--- src/design/zwm_pkg.sv ---
// Package for the window drag and stacking manager.
// Holds the window count, coordinate and cell types, register indexes and reset positions.
// Used by zwm_cell and window_drag_zorder_manager.
package zwm_pkg;

	localparam int NUM_WINDOWS = 2;
	localparam int IDX_W = (NUM_WINDOWS > 1) ? $clog2(NUM_WINDOWS) : 1;

	localparam int COORD_W = 13;
	localparam int MOUSE_W = 12;
	localparam int WIDTH_W = 12;
	localparam int HEIGHT_W = 6;
	localparam int CFG_IDX_W = 1;
	localparam int CFG_DATA_W = 12;

	localparam logic [CFG_IDX_W-1:0] CFG_WINDOW_WIDTH = 1'b0;
	localparam logic [CFG_IDX_W-1:0] CFG_TITLEBAR_HEIGHT = 1'b1;

	localparam logic [WIDTH_W-1:0] WIDTH_RESET = 12'd360;
	localparam logic [HEIGHT_W-1:0] HEIGHT_RESET = 6'd24;

	localparam int LEFT_BASE = 120;
	localparam int LEFT_STEP = 300;
	localparam int TOP_BASE = 100;
	localparam int TOP_STEP = 160;

	typedef logic signed [COORD_W-1:0] coord_t;

	typedef struct packed {
		logic [IDX_W-1:0] id;
		coord_t left;
		coord_t top;
	} cell_data_t;

	typedef struct packed {
		logic [MOUSE_W-1:0] mx;
		logic [MOUSE_W-1:0] my;
		logic [WIDTH_W-1:0] width;
		logic [HEIGHT_W-1:0] height;
	} probe_t;

	typedef struct packed {
		logic hit_en;
		logic grab_en;
		logic move_en;
	} cell_ctrl_t;

	typedef enum logic [1:0] {
		PH_IDLE,
		PH_HIT,
		PH_MOVE
	} phase_t;

	function automatic cell_data_t init_cell(input int pos);
		cell_data_t d;
		d.id = IDX_W'(pos);
		d.left = COORD_W'(LEFT_BASE + LEFT_STEP * pos);
		d.top = COORD_W'(TOP_BASE + TOP_STEP * pos);
		return d;
	endfunction

endpackage

--- src/design/zwm_cell.sv ---
// One stacking slot: holds a window id and its position, tests the pointer against its title bar.
// Passes the hit flag toward the back and the grabbed window toward the front.
// Depends on zwm_pkg.
module zwm_cell (
	input  logic               clk,
	input  logic               arst_n,
	input  zwm_pkg::cell_data_t init,
	input  zwm_pkg::probe_t    probe,
	input  zwm_pkg::cell_ctrl_t ctrl,
	input  zwm_pkg::coord_t    move_left,
	input  zwm_pkg::coord_t    move_top,
	input  logic               hit_above_in,
	output logic               hit_above_out,
	input  zwm_pkg::cell_data_t sel_in,
	output zwm_pkg::cell_data_t sel_out,
	input  zwm_pkg::cell_data_t nbr,
	output zwm_pkg::cell_data_t data
);
	import zwm_pkg::*;

	cell_data_t data_q;
	logic hit_q;
	logic hit;
	logic first;
	logic shift;
	logic signed [COORD_W:0] px, py, l14, t14, r14, b14;

	always_comb begin
		px = {2'b00, probe.mx};
		py = {2'b00, probe.my};
		l14 = {data_q.left[COORD_W-1], data_q.left};
		t14 = {data_q.top[COORD_W-1], data_q.top};
		r14 = l14 + signed'({2'b00, probe.width});
		b14 = t14 + signed'({{(COORD_W+1-HEIGHT_W){1'b0}}, probe.height});
		hit = (px >= l14) && (px < r14) && (py >= t14) && (py < b14);
	end

	assign first = hit_q & ~hit_above_in;
	assign shift = ctrl.grab_en & ~hit_above_in;
	assign hit_above_out = hit_above_in | hit_q;
	assign sel_out = first ? data_q : sel_in;
	assign data = data_q;

	always_ff @(posedge clk or negedge arst_n) begin
		if (!arst_n) begin
			data_q <= init;
			hit_q <= 1'b0;
		end else begin
			if (ctrl.hit_en) begin
				hit_q <= hit;
			end
			if (shift) begin
				data_q <= nbr;
			end else if (ctrl.move_en) begin
				data_q.left <= move_left;
				data_q.top <= move_top;
			end
		end
	end

endmodule

--- src/design/window_drag_zorder_manager.sv ---
// Top level of the window drag and stacking manager.
// Builds the row of zwm_cell slots, the sample and drag registers and the result register.
// Depends on zwm_pkg and zwm_cell.
//
// Usage:
//   Input channel (in_valid / in_stall) carries one mouse sample per item: mouse_x,
//   mouse_y and left_button. Output channel (out_valid / out_stall) returns one result
//   item per sample: redraw, drag_active, drag_window, window_left, window_top and
//   top_window.
//   Windows sit in a row of cells ordered back to front; the last cell is frontmost.
//   A sample is registered at acceptance, every cell tests its title bar in the next
//   cycle and registers its hit flag, and then, once the output register is free,
//   the grabbed window is handed cell to cell to the front, the dragged window follows
//   the pointer and the result is registered.
//   A new sample is accepted only as the previous one finishes, since the registered
//   hit flags of the cells lie between the test cycle and the update cycle.
//   When the receiver stalls, the result holds in the output register and the block
//   keeps the finished sample until the register frees; the next sample waits.
//   Reset puts the windows at their initial positions with window 1 frontmost, clears
//   the drag state and the previous sample, and loads width 360 and title bar 24.
//   Configuration writes through cfg_we / cfg_index / cfg_data take effect at once.
module window_drag_zorder_manager (
	input  logic                                clk,
	input  logic                                arst_n,
	input  logic                                cfg_we,
	input  logic [zwm_pkg::CFG_IDX_W-1:0]       cfg_index,
	input  logic [zwm_pkg::CFG_DATA_W-1:0]      cfg_data,
	input  logic                                in_valid,
	output logic                                in_stall,
	input  logic [zwm_pkg::MOUSE_W-1:0]         mouse_x,
	input  logic [zwm_pkg::MOUSE_W-1:0]         mouse_y,
	input  logic                                left_button,
	output logic                                out_valid,
	input  logic                                out_stall,
	output logic                                redraw,
	output logic                                drag_active,
	output logic                                drag_window,
	output logic signed [zwm_pkg::COORD_W-1:0]  window_left,
	output logic signed [zwm_pkg::COORD_W-1:0]  window_top,
	output logic                                top_window
);
	import zwm_pkg::*;

	phase_t state_q, state_next;

	logic [WIDTH_W-1:0] width_q;
	logic [HEIGHT_W-1:0] height_q;

	logic [MOUSE_W-1:0] mx_s1, my_s1;
	logic btn_s1;

	logic prev_btn_q;
	logic [MOUSE_W-1:0] prev_x_q, prev_y_q;
	logic drag_q;
	logic [WIDTH_W-1:0] offx_q;
	logic [HEIGHT_W-1:0] offy_q;

	logic out_valid_q;
	logic redraw_q, active_q, dwin_q, topw_q;
	coord_t left_q, top_q;

	logic accept, can_write, fire, hit_en;
	logic press, grab, drag_next, active, moved;
	logic [COORD_W-1:0] diff_left, diff_top;
	coord_t new_left, new_top;
	logic [IDX_W-1:0] front_id;

	probe_t probe;
	cell_ctrl_t ctrl [NUM_WINDOWS];
	cell_data_t data_w [NUM_WINDOWS];
	cell_data_t sel_w [NUM_WINDOWS];
	cell_data_t nbr_w [NUM_WINDOWS];
	logic hit_above_w [NUM_WINDOWS+1];
	cell_data_t sel;
	logic any_hit;

	assign can_write = ~out_valid_q | ~out_stall;

	always_comb begin
		in_stall = 1'b1;
		fire = 1'b0;
		hit_en = 1'b0;
		unique case (state_q)
			PH_IDLE: begin
				in_stall = 1'b0;
			end
			PH_HIT: begin
				hit_en = 1'b1;
			end
			PH_MOVE: begin
				fire = can_write;
				in_stall = ~can_write;
			end
			default: begin
				in_stall = 1'b1;
			end
		endcase
	end

	assign accept = in_valid & ~in_stall;

	always_comb begin
		state_next = state_q;
		unique case (state_q)
			PH_IDLE: begin
				if (accept) state_next = PH_HIT;
			end
			PH_HIT: begin
				state_next = PH_MOVE;
			end
			PH_MOVE: begin
				if (fire) state_next = accept ? PH_HIT : PH_IDLE;
			end
			default: begin
				state_next = PH_IDLE;
			end
		endcase
	end

	assign probe = '{mx: mx_s1, my: my_s1, width: width_q, height: height_q};

	assign press = btn_s1 & ~prev_btn_q;
	assign grab = press & any_hit;
	assign drag_next = grab | (drag_q & btn_s1);
	assign active = drag_next & btn_s1;
	assign moved = (mx_s1 != prev_x_q) | (my_s1 != prev_y_q);

	assign diff_left = {1'b0, mx_s1} - {1'b0, offx_q};
	assign diff_top = {1'b0, my_s1} - {{(COORD_W-HEIGHT_W){1'b0}}, offy_q};
	assign new_left = grab ? sel.left : coord_t'(diff_left);
	assign new_top = grab ? sel.top : coord_t'(diff_top);
	assign front_id = grab ? sel.id : data_w[NUM_WINDOWS-1].id;

	assign hit_above_w[NUM_WINDOWS] = 1'b0;
	assign any_hit = hit_above_w[0];
	assign sel = sel_w[NUM_WINDOWS-1];

	for (genvar i = 0; i < NUM_WINDOWS; i++) begin : g_cell
		assign ctrl[i].hit_en = hit_en;
		assign ctrl[i].grab_en = fire & grab;
		assign ctrl[i].move_en = (i == NUM_WINDOWS - 1) ? (fire & active & ~grab) : 1'b0;
		assign nbr_w[i] = (i == NUM_WINDOWS - 1) ? sel : data_w[(i + 1) % NUM_WINDOWS];

		zwm_cell u_cell (
			.clk          (clk),
			.arst_n       (arst_n),
			.init         (init_cell(i)),
			.probe        (probe),
			.ctrl         (ctrl[i]),
			.move_left    (new_left),
			.move_top     (new_top),
			.hit_above_in (hit_above_w[i+1]),
			.hit_above_out(hit_above_w[i]),
			.sel_in       ((i == 0) ? cell_data_t'('0) : sel_w[(i + NUM_WINDOWS - 1) % NUM_WINDOWS]),
			.sel_out      (sel_w[i]),
			.nbr          (nbr_w[i]),
			.data         (data_w[i])
		);
	end

	always_ff @(posedge clk or negedge arst_n) begin
		if (!arst_n) begin
			state_q <= PH_IDLE;
			width_q <= WIDTH_RESET;
			height_q <= HEIGHT_RESET;
			prev_btn_q <= 1'b0;
			prev_x_q <= '0;
			prev_y_q <= '0;
			drag_q <= 1'b0;
			offx_q <= '0;
			offy_q <= '0;
			out_valid_q <= 1'b0;
		end else begin
			state_q <= state_next;
			if (cfg_we) begin
				unique case (cfg_index)
					CFG_WINDOW_WIDTH: width_q <= cfg_data;
					CFG_TITLEBAR_HEIGHT: height_q <= cfg_data[HEIGHT_W-1:0];
					default: ;
				endcase
			end
			if (fire) begin
				prev_btn_q <= btn_s1;
				prev_x_q <= mx_s1;
				prev_y_q <= my_s1;
				drag_q <= drag_next;
				if (grab) begin
					offx_q <= mx_s1 - sel.left[WIDTH_W-1:0];
					offy_q <= my_s1[HEIGHT_W-1:0] - sel.top[HEIGHT_W-1:0];
				end
				out_valid_q <= 1'b1;
			end else if (~out_stall) begin
				out_valid_q <= 1'b0;
			end
		end
	end

	always_ff @(posedge clk) begin
		if (accept) begin
			mx_s1 <= mouse_x;
			my_s1 <= mouse_y;
			btn_s1 <= left_button;
		end
		if (fire) begin
			redraw_q <= moved | grab | active;
			active_q <= active;
			dwin_q <= active ? front_id[0] : 1'b0;
			left_q <= active ? new_left : '0;
			top_q <= active ? new_top : '0;
			topw_q <= front_id[0];
		end
	end

	assign out_valid = out_valid_q;
	assign redraw = redraw_q;
	assign drag_active = active_q;
	assign drag_window = dwin_q;
	assign window_left = left_q;
	assign window_top = top_q;
	assign top_window = topw_q;

endmodule

--- config.mk ---
export PLATFORM = sky130hd
export DESIGN_NAME = window_drag_zorder_manager
export DESIGN_NICKNAME = d
export VERILOG_FILES = /design/src/design/zwm_pkg.sv /design/src/design/zwm_cell.sv /design/src/design/window_drag_zorder_manager.sv
export SDC_FILE = /design/constraint.sdc
export NUM_CORES = 1
export LEC_CHECK = 0
export BUFFER_PORTS_ARGS = -buffer_cell sky130_fd_sc_hd__buf_4
export CORE_MARGIN = 3
export CORE_UTILIZATION = 62
export DETAILED_ROUTE_END_ITERATION = 12
export GPL_TIMING_DRIVEN = 0
export PLACE_DENSITY = 0.81
export SLEW_MARGIN = 20
export SYNTH_ARGS = -nofsm -noshare
export SYNTH_HDL_FRONTEND = slang
export SYNTH_SLANG_ARGS = --single-unit
export TNS_END_PERCENT = 10
--- constraint.sdc ---
create_clock -name clk -period 4.2 [get_ports clk]
set_input_delay 0 -clock clk [delete_from_list [all_inputs] [get_ports clk]]
set_output_delay 0 -clock clk [all_outputs]
set_load 0.02 [all_outputs]
---- Word-level counts from Yosys, hierarchy flattened ----
Index checks and enable logic that the tools add are counted.
cells by class
  add/sub/neg operators ................... 8
  magnitude comparators ................... 8
  eq/ne operators ......................... 7
  multiplexer cells ....................... 16
  bitwise logic cells ..................... 24
  reductions and logical operators ........ 12
operators with widths
  operator                                                         count
  13-bit by 14-bit < comparator with 1-bit output                  4
  27-bit 2-to-1 mux                                                2
  13-bit greater-or-equal comparator                               4
  26-bit 2-to-1 mux                                                2
  13-bit by 13-bit adder with 14-bit output                        2
  13-bit by 7-bit adder with 14-bit output                         2
  13-bit 2-to-1 mux                                                2
  12-bit inequality test                                           2
  12-bit by 12-bit subtractor with 13-bit output                   1
  12-bit by 6-bit subtractor with 13-bit output                    1
  12-bit subtractor                                                1
  1-bit bitwise AND                                                10
  1-bit inverter                                                   8
  2-bit AND reduction                                              4
  1-bit logical AND                                                6
  1-bit 2-to-1 mux                                                 6
  1-bit OR                                                         6
  2-bit one-hot mux with 3 select lines                            1
  6-bit subtractor                                                 1
  2-bit 2-to-1 mux                                                 2
  2-bit inequality test, second input constant                     2
  2-bit by 1-bit == test with 1-bit output, second input constant  1
  2-bit == test, second input constant                             1
  2-bit logical NOT                                                1
  other kinds (3)                                                  3
word-level totals
  bits in registers ....................... 176
  input bits .............................. 43
  output and inout port bits .............. 32
  logic and storage cells ................. 102

---- Longest topological paths before layout ----
  word-level depth ........................ 9
  mapped depth ............................ 16
  depth with buffers taken out ............ 16

---- Worst setup path before layout ----
No wires, ideal clock.
  kind .................................... register to register
  start point ............................. reg g_cell[0].u_cell.data_q (netlist bit g_cell[0].u_cell.data[13])
  end point ............................... reg g_cell[0].u_cell.hit_q
  library setup time ...................... 104 ps
  arrival time ............................ 3317 ps
  required time ........................... 4096 ps
  slack ................................... 780 ps
  cell stages (with the launch flop) ...... 17
  path buffers ............................ 0
  period minus slack after synthesis ...... 3420 ps
  cells stage by stage .................... dfrtp_1 > ha_1 > fa_1 > a21oi_1 > o211ai_2 > o41ai_4 > and2b_1 > o21ai_0 > nand2b_1 > xnor2_1 > ha_1 > a21oi_1 > a21boi_0 > a211o_1 > o21ai_0 > a32oi_1 > o41ai_2
on the way
  cells in the longest elaborated chain, start to end .. 5
  elaborated cells on any way between the ends .. 6
  classes of those cells .................. add/sub (1); order compare (2); reduce/logical (3)
ends and longest elaborated chain
  what                                             line            text
  from (decl)                                      zwm_cell.sv:21  cell_data_t data_q;
  from (signal assigned)                           zwm_cell.sv:46  data_q <= init;
  from (signal assigned)                           zwm_cell.sv:53  data_q <= nbr;
  13-bit by 13-bit adder with 14-bit output        zwm_cell.sv:33  r14 = l14 + signed'({2'b00, probe.width});
  13-bit by 14-bit < comparator with 1-bit output  zwm_cell.sv:35  hit = (px >= l14) && (px < r14) && (py >= t14) && (py < b14);
  1-bit logical AND * (3 in series)                zwm_cell.sv:35
  to (signal assigned)                             zwm_cell.sv:50  hit_q <= hit;
  to (decl)                                        zwm_cell.sv:22  logic hit_q;
Mark *: on every way between the ends. The rest lies on a longest branch, timed or not.
A chain may end at the register's enable or synchronous reset.

---- Final worst setup path ----
  start point ............................. reg width_q[0]
  end point ............................... reg g_cell[0].u_cell.hit_q
on the way
  cells in the longest elaborated chain, start to end .. 5
ends and longest elaborated chain
  what                                             line                               text
  from (decl)                                      window_drag_zorder_manager.sv:46   logic [WIDTH_W-1:0] width_q;
  from (signal assigned)                           window_drag_zorder_manager.sv:177  CFG_WINDOW_WIDTH: width_q <= cfg_data;
  13-bit by 13-bit adder with 14-bit output        zwm_cell.sv:33
  13-bit by 14-bit < comparator with 1-bit output  zwm_cell.sv:35
  1-bit logical AND (3 in series)                  zwm_cell.sv:35
Every way passes these cells.

==> reports/qor.yml <==
floorplan:
  fp.dieW_um: 148.2
  fp.dieH_um: 148.2
  initial_core_util_pct: 63.82
  ios: 75
  coreArea_um2: 19650
  rows: 51
  die_area_um2: 21970
setup_path:
  r2r_start: "width_q[0]$_DFFE_PN0P_"
  ff2ff_path_depth: 16
  r2r_slack_ns: 0.23
  startpoint_type: "flop"
  cp.required_ns: 4.55
  crit_path_end: "g_cell[0].u_cell.hit_q$_DFFE_PN0N_"
  arrival_ns: 4.32
  endpoint_kind: "flop"
  cp-startpoint: "width_q[0]$_DFFE_PN0P_"
  rr_endpoint: "g_cell[0].u_cell.hit_q$_DFFE_PN0N_"
  crit_type: "reg -> reg"
  crit_fanout: 3
logic_synthesis:
  yosys.area_share.simple_pct: 15.24
  syn_avg_cell_area_um2: 9.278
  yosysWarnings: 0
  synth_fp_nets: 1565
  ys.flop_type: "dfrtp_1"
  synth_fa_ha_area_share_pct: 17.44
  synth_top_area_share_pct: 20.15
  synth.most_common_cell: "nand2_1"
  synth_mux_area_share_pct: 2.155
  ys_top_cells_by_area: "dfrtp_1 (20%), ha_1 (16%), edfxtp_1 (13%), nand2_1 (6.1%), o21ai_0 (4.7%)"
  synth_top_family_by_area: "compound AO/OA/AOI/OAI gates"
  synth_edf_count: 55
  synth_area_um2: 12540
  ys_top_cells_by_count: "nand2_1 (204), ha_1 (162), o21ai_0 (118), dfrtp_1 (101)"
  synthXorXnorAreaFrac_pct: 6.145
  synth_top_area_cell: "dfrtp_1"
  yosysUniqueCellTypes: 76
  ys_ff_latch: 176
  synth_compound_area_share_pct: 17.46
  synthArstFlopShare_pct: 68.75
  synthCells: 1352
  yosysSeqAreaShare_pct: 37.51
cts:
  htreeDepth: 4
  tritoncts.num_buffers: 17
  clock_sinks: 176
  cts-root-buf: "clkbuf_16"
  clk_pin_slew_ns: 0.07
  clk_latency_ns: 0.46
  cts_tree: "done"
  cts.path.max_buffers: 2
route:
  drt_first_pass_iters: 6
  final_antenna_net_count: 0
  via_per_inst: 6.036
  drt-initial-drc-count: 915
  routedWlPerCell_um: 19.18
  drc: 0
  vias: 10671
  wl_mm: 33.92
place:
  place_congestion: 0.9515
  port_buffers: 74
  place_hpwl_mm: 25.55
grt:
  grt.total_usage_pct: 31.52
  grt.overflow.total: 0
  grt_pass1_wl_mm: 54.41
  first_global_vias: 10709
  grt_max_degree: 65
  antenna_found_initial: 0
final_layout:
  fillers: 1410
  drive_gt1_share_pct: 13.37
  area_delta_synth_final_pct: 16.08
  nets: 1703
  final_util_pct: 74.08
  diodes: 0
min_path:
  hold_path_class: "in -> reg"
power_and_ir_drop:
  power_leakage_uw: 0.006545
  power.density_nw_per_um2: 655.4
  ir_drop_mv: 0.3636
run_status:
  status: "finished, final reports clean"
timing:
  fin_crit_sh_pct: 94.55
  worst_pin_slew_ns: 0.6540
  finClkSkew_ns: 0.01490
  fmax_mhz: 251.8
  rsz0062_at_grt: "false"
  hold_viol_final: 0
  finalSetupTns_ns: 0
  max-slew-margin-rel_pct: 56.14
  maxSlewViolCount: 0
  finalSetupViolCount: 0
  fin_crit_ns: 3.971
job:
  cap_violations: 0
cell type report:
class | instances | area (µm²) | share of cell area [%]
Buffer | 43 | 180.2 | 1.237
Clock buffer | 18 | 429.2 | 2.948
Clock inverter | 14 | 192.7 | 1.323
Inverter | 88 | 330.3 | 2.269
Multi-Input combinational cell | 1045 | 7337 | 50.39
Sequential cell | 176 | 4705 | 32.31
Tap cell | 265 | 331.6 | 2.277
Timing Repair Buffer | 119 | 1055 | 7.244
critical path, cell delays in order, from the launching register on:
cell and delay (ns):
dfrtp_1 0.45, ha_1 0.25, fa_1 0.42, a21oi_1 0.26, o211ai_2 0.17, o41ai_4 0.30, and2b_1 0.23, o21ai_0 0.17
nand2b_1 0.11, xnor2_1 0.14, ha_1 0.32, a21oi_1 0.16, a21boi_0 0.11, a211o_1 0.31, o21ai_0 0.17, a32oi_1 0.10
o41ai_2 0.21
worst min path at each step:
stage / from / to / slack [ns] / depth (start not counted)
after floorplan: arst_n / drag_q$_DFFE_PN0P_ / -0.30 / 0
after global placement: mouse_x[5] / mx_s1[5]$_DFFE_PP_ / 0.18 / 1
after detailed placement: arst_n / width_q[2]$_DFFE_PN0P_ / 0.04 / 1
after CTS: cfg_we / width_q[0]$_DFFE_PN0P_ / 0.08 / 3
after global routing: cfg_we / width_q[0]$_DFFE_PN0P_ / 0.09 / 3
final: cfg_we / width_q[0]$_DFFE_PN0P_ / 0.08 / 3
per-layer routing:
layer,up-vias,wire (µm),track usage [%]
li1,5076,-,-
met1,5077,14830,42.02
met2,425,15660,51.72
met3,93,2316,5.789
met4,0,1112,11.87
met5,-,0,0
cell usage in the layout (no fill, tap or decap), types with 6 or more instances in the layout:
| cell | count |
|---|---|
| clkbuf_1 | 28 |
| and3_1 | 6 |
| buf_2 | 15 |
| o21a_1 | 11 |
| nand3_1 | 19 |
| dfstp_2 | 20 |
| ha_1 | 162 |
| xnor2_1 | 48 |
| nor2_1 | 87 |
| mux2_2 | 24 |
| clkbuf_16 | 17 |
| nand2b_1 | 21 |
| nand2_1 | 204 |
| dfrtp_1 | 101 |
| a211oi_1 | 11 |
| nor3_1 | 20 |
| o31ai_1 | 8 |
| nor2b_1 | 16 |
| a21oi_1 | 73 |
| xor2_1 | 40 |
| a21o_1 | 23 |
| edfxtp_1 | 55 |
| buf_4 | 73 |
| nor4_1 | 7 |
| fa_1 | 8 |
| nand4_1 | 12 |
| dlygate4sd3_1 | 42 |
| inv_1 | 88 |
| o21ai_1 | 11 |
| a31oi_1 | 10 |
| o21ai_0 | 118 |
logic make-up (layout without fill, tap and decap cells):
group	Yosys count	after routing
AOI/OAI and AO/OA	339	339
xor gates and xnor gates	88	88
DFF	176	176
buffers and inverters	131	282
adders and majority gates	170	170
muxes	24	24
and+or+nand+nor	424	424
registers in the layout (all words and copies together), names as in the netlist, 6 cells and up:
register	count
g_cell.u_cell.data	54
window_left	13
window_top	13
mx_s1	12
my_s1	12
offx_q	12
prev_x_q	12
prev_y_q	12
width_q	12
height_q	6
offy_q	6
per-stage QoR:
step           power (µW)  std cells  hold WS, ns  instance area [µm²]  setup slack [ns]
2_1_floorplan        6386       1352      -0.2956                12540            0.7798
3_3_place_gp         7413       1691       0.1781                13430            0.4814
3_5_place_dp         7653       1694      0.03681                13520            0.3367
4_1_cts              9451       1768      0.07547                14560            0.2992
5_1_grt             10300       1768      0.08974                14560           0.07235
6_report             9542       1768      0.08079                14560            0.2287
repair_timing:
action / 4_1_cts / 5_1_grt
hold buffers: 42 / 0
setup buffers: 0 / 0
resized for setup: 0 / 0
hold endpoints to repair: 109 / 0
power by group:
group | switching, µW | internal (µW)
logic | 2870 | 2150
clock network | 789 | 912
registers | 544 | 2280
Note: power is estimated with default switching activity, not from simulation.
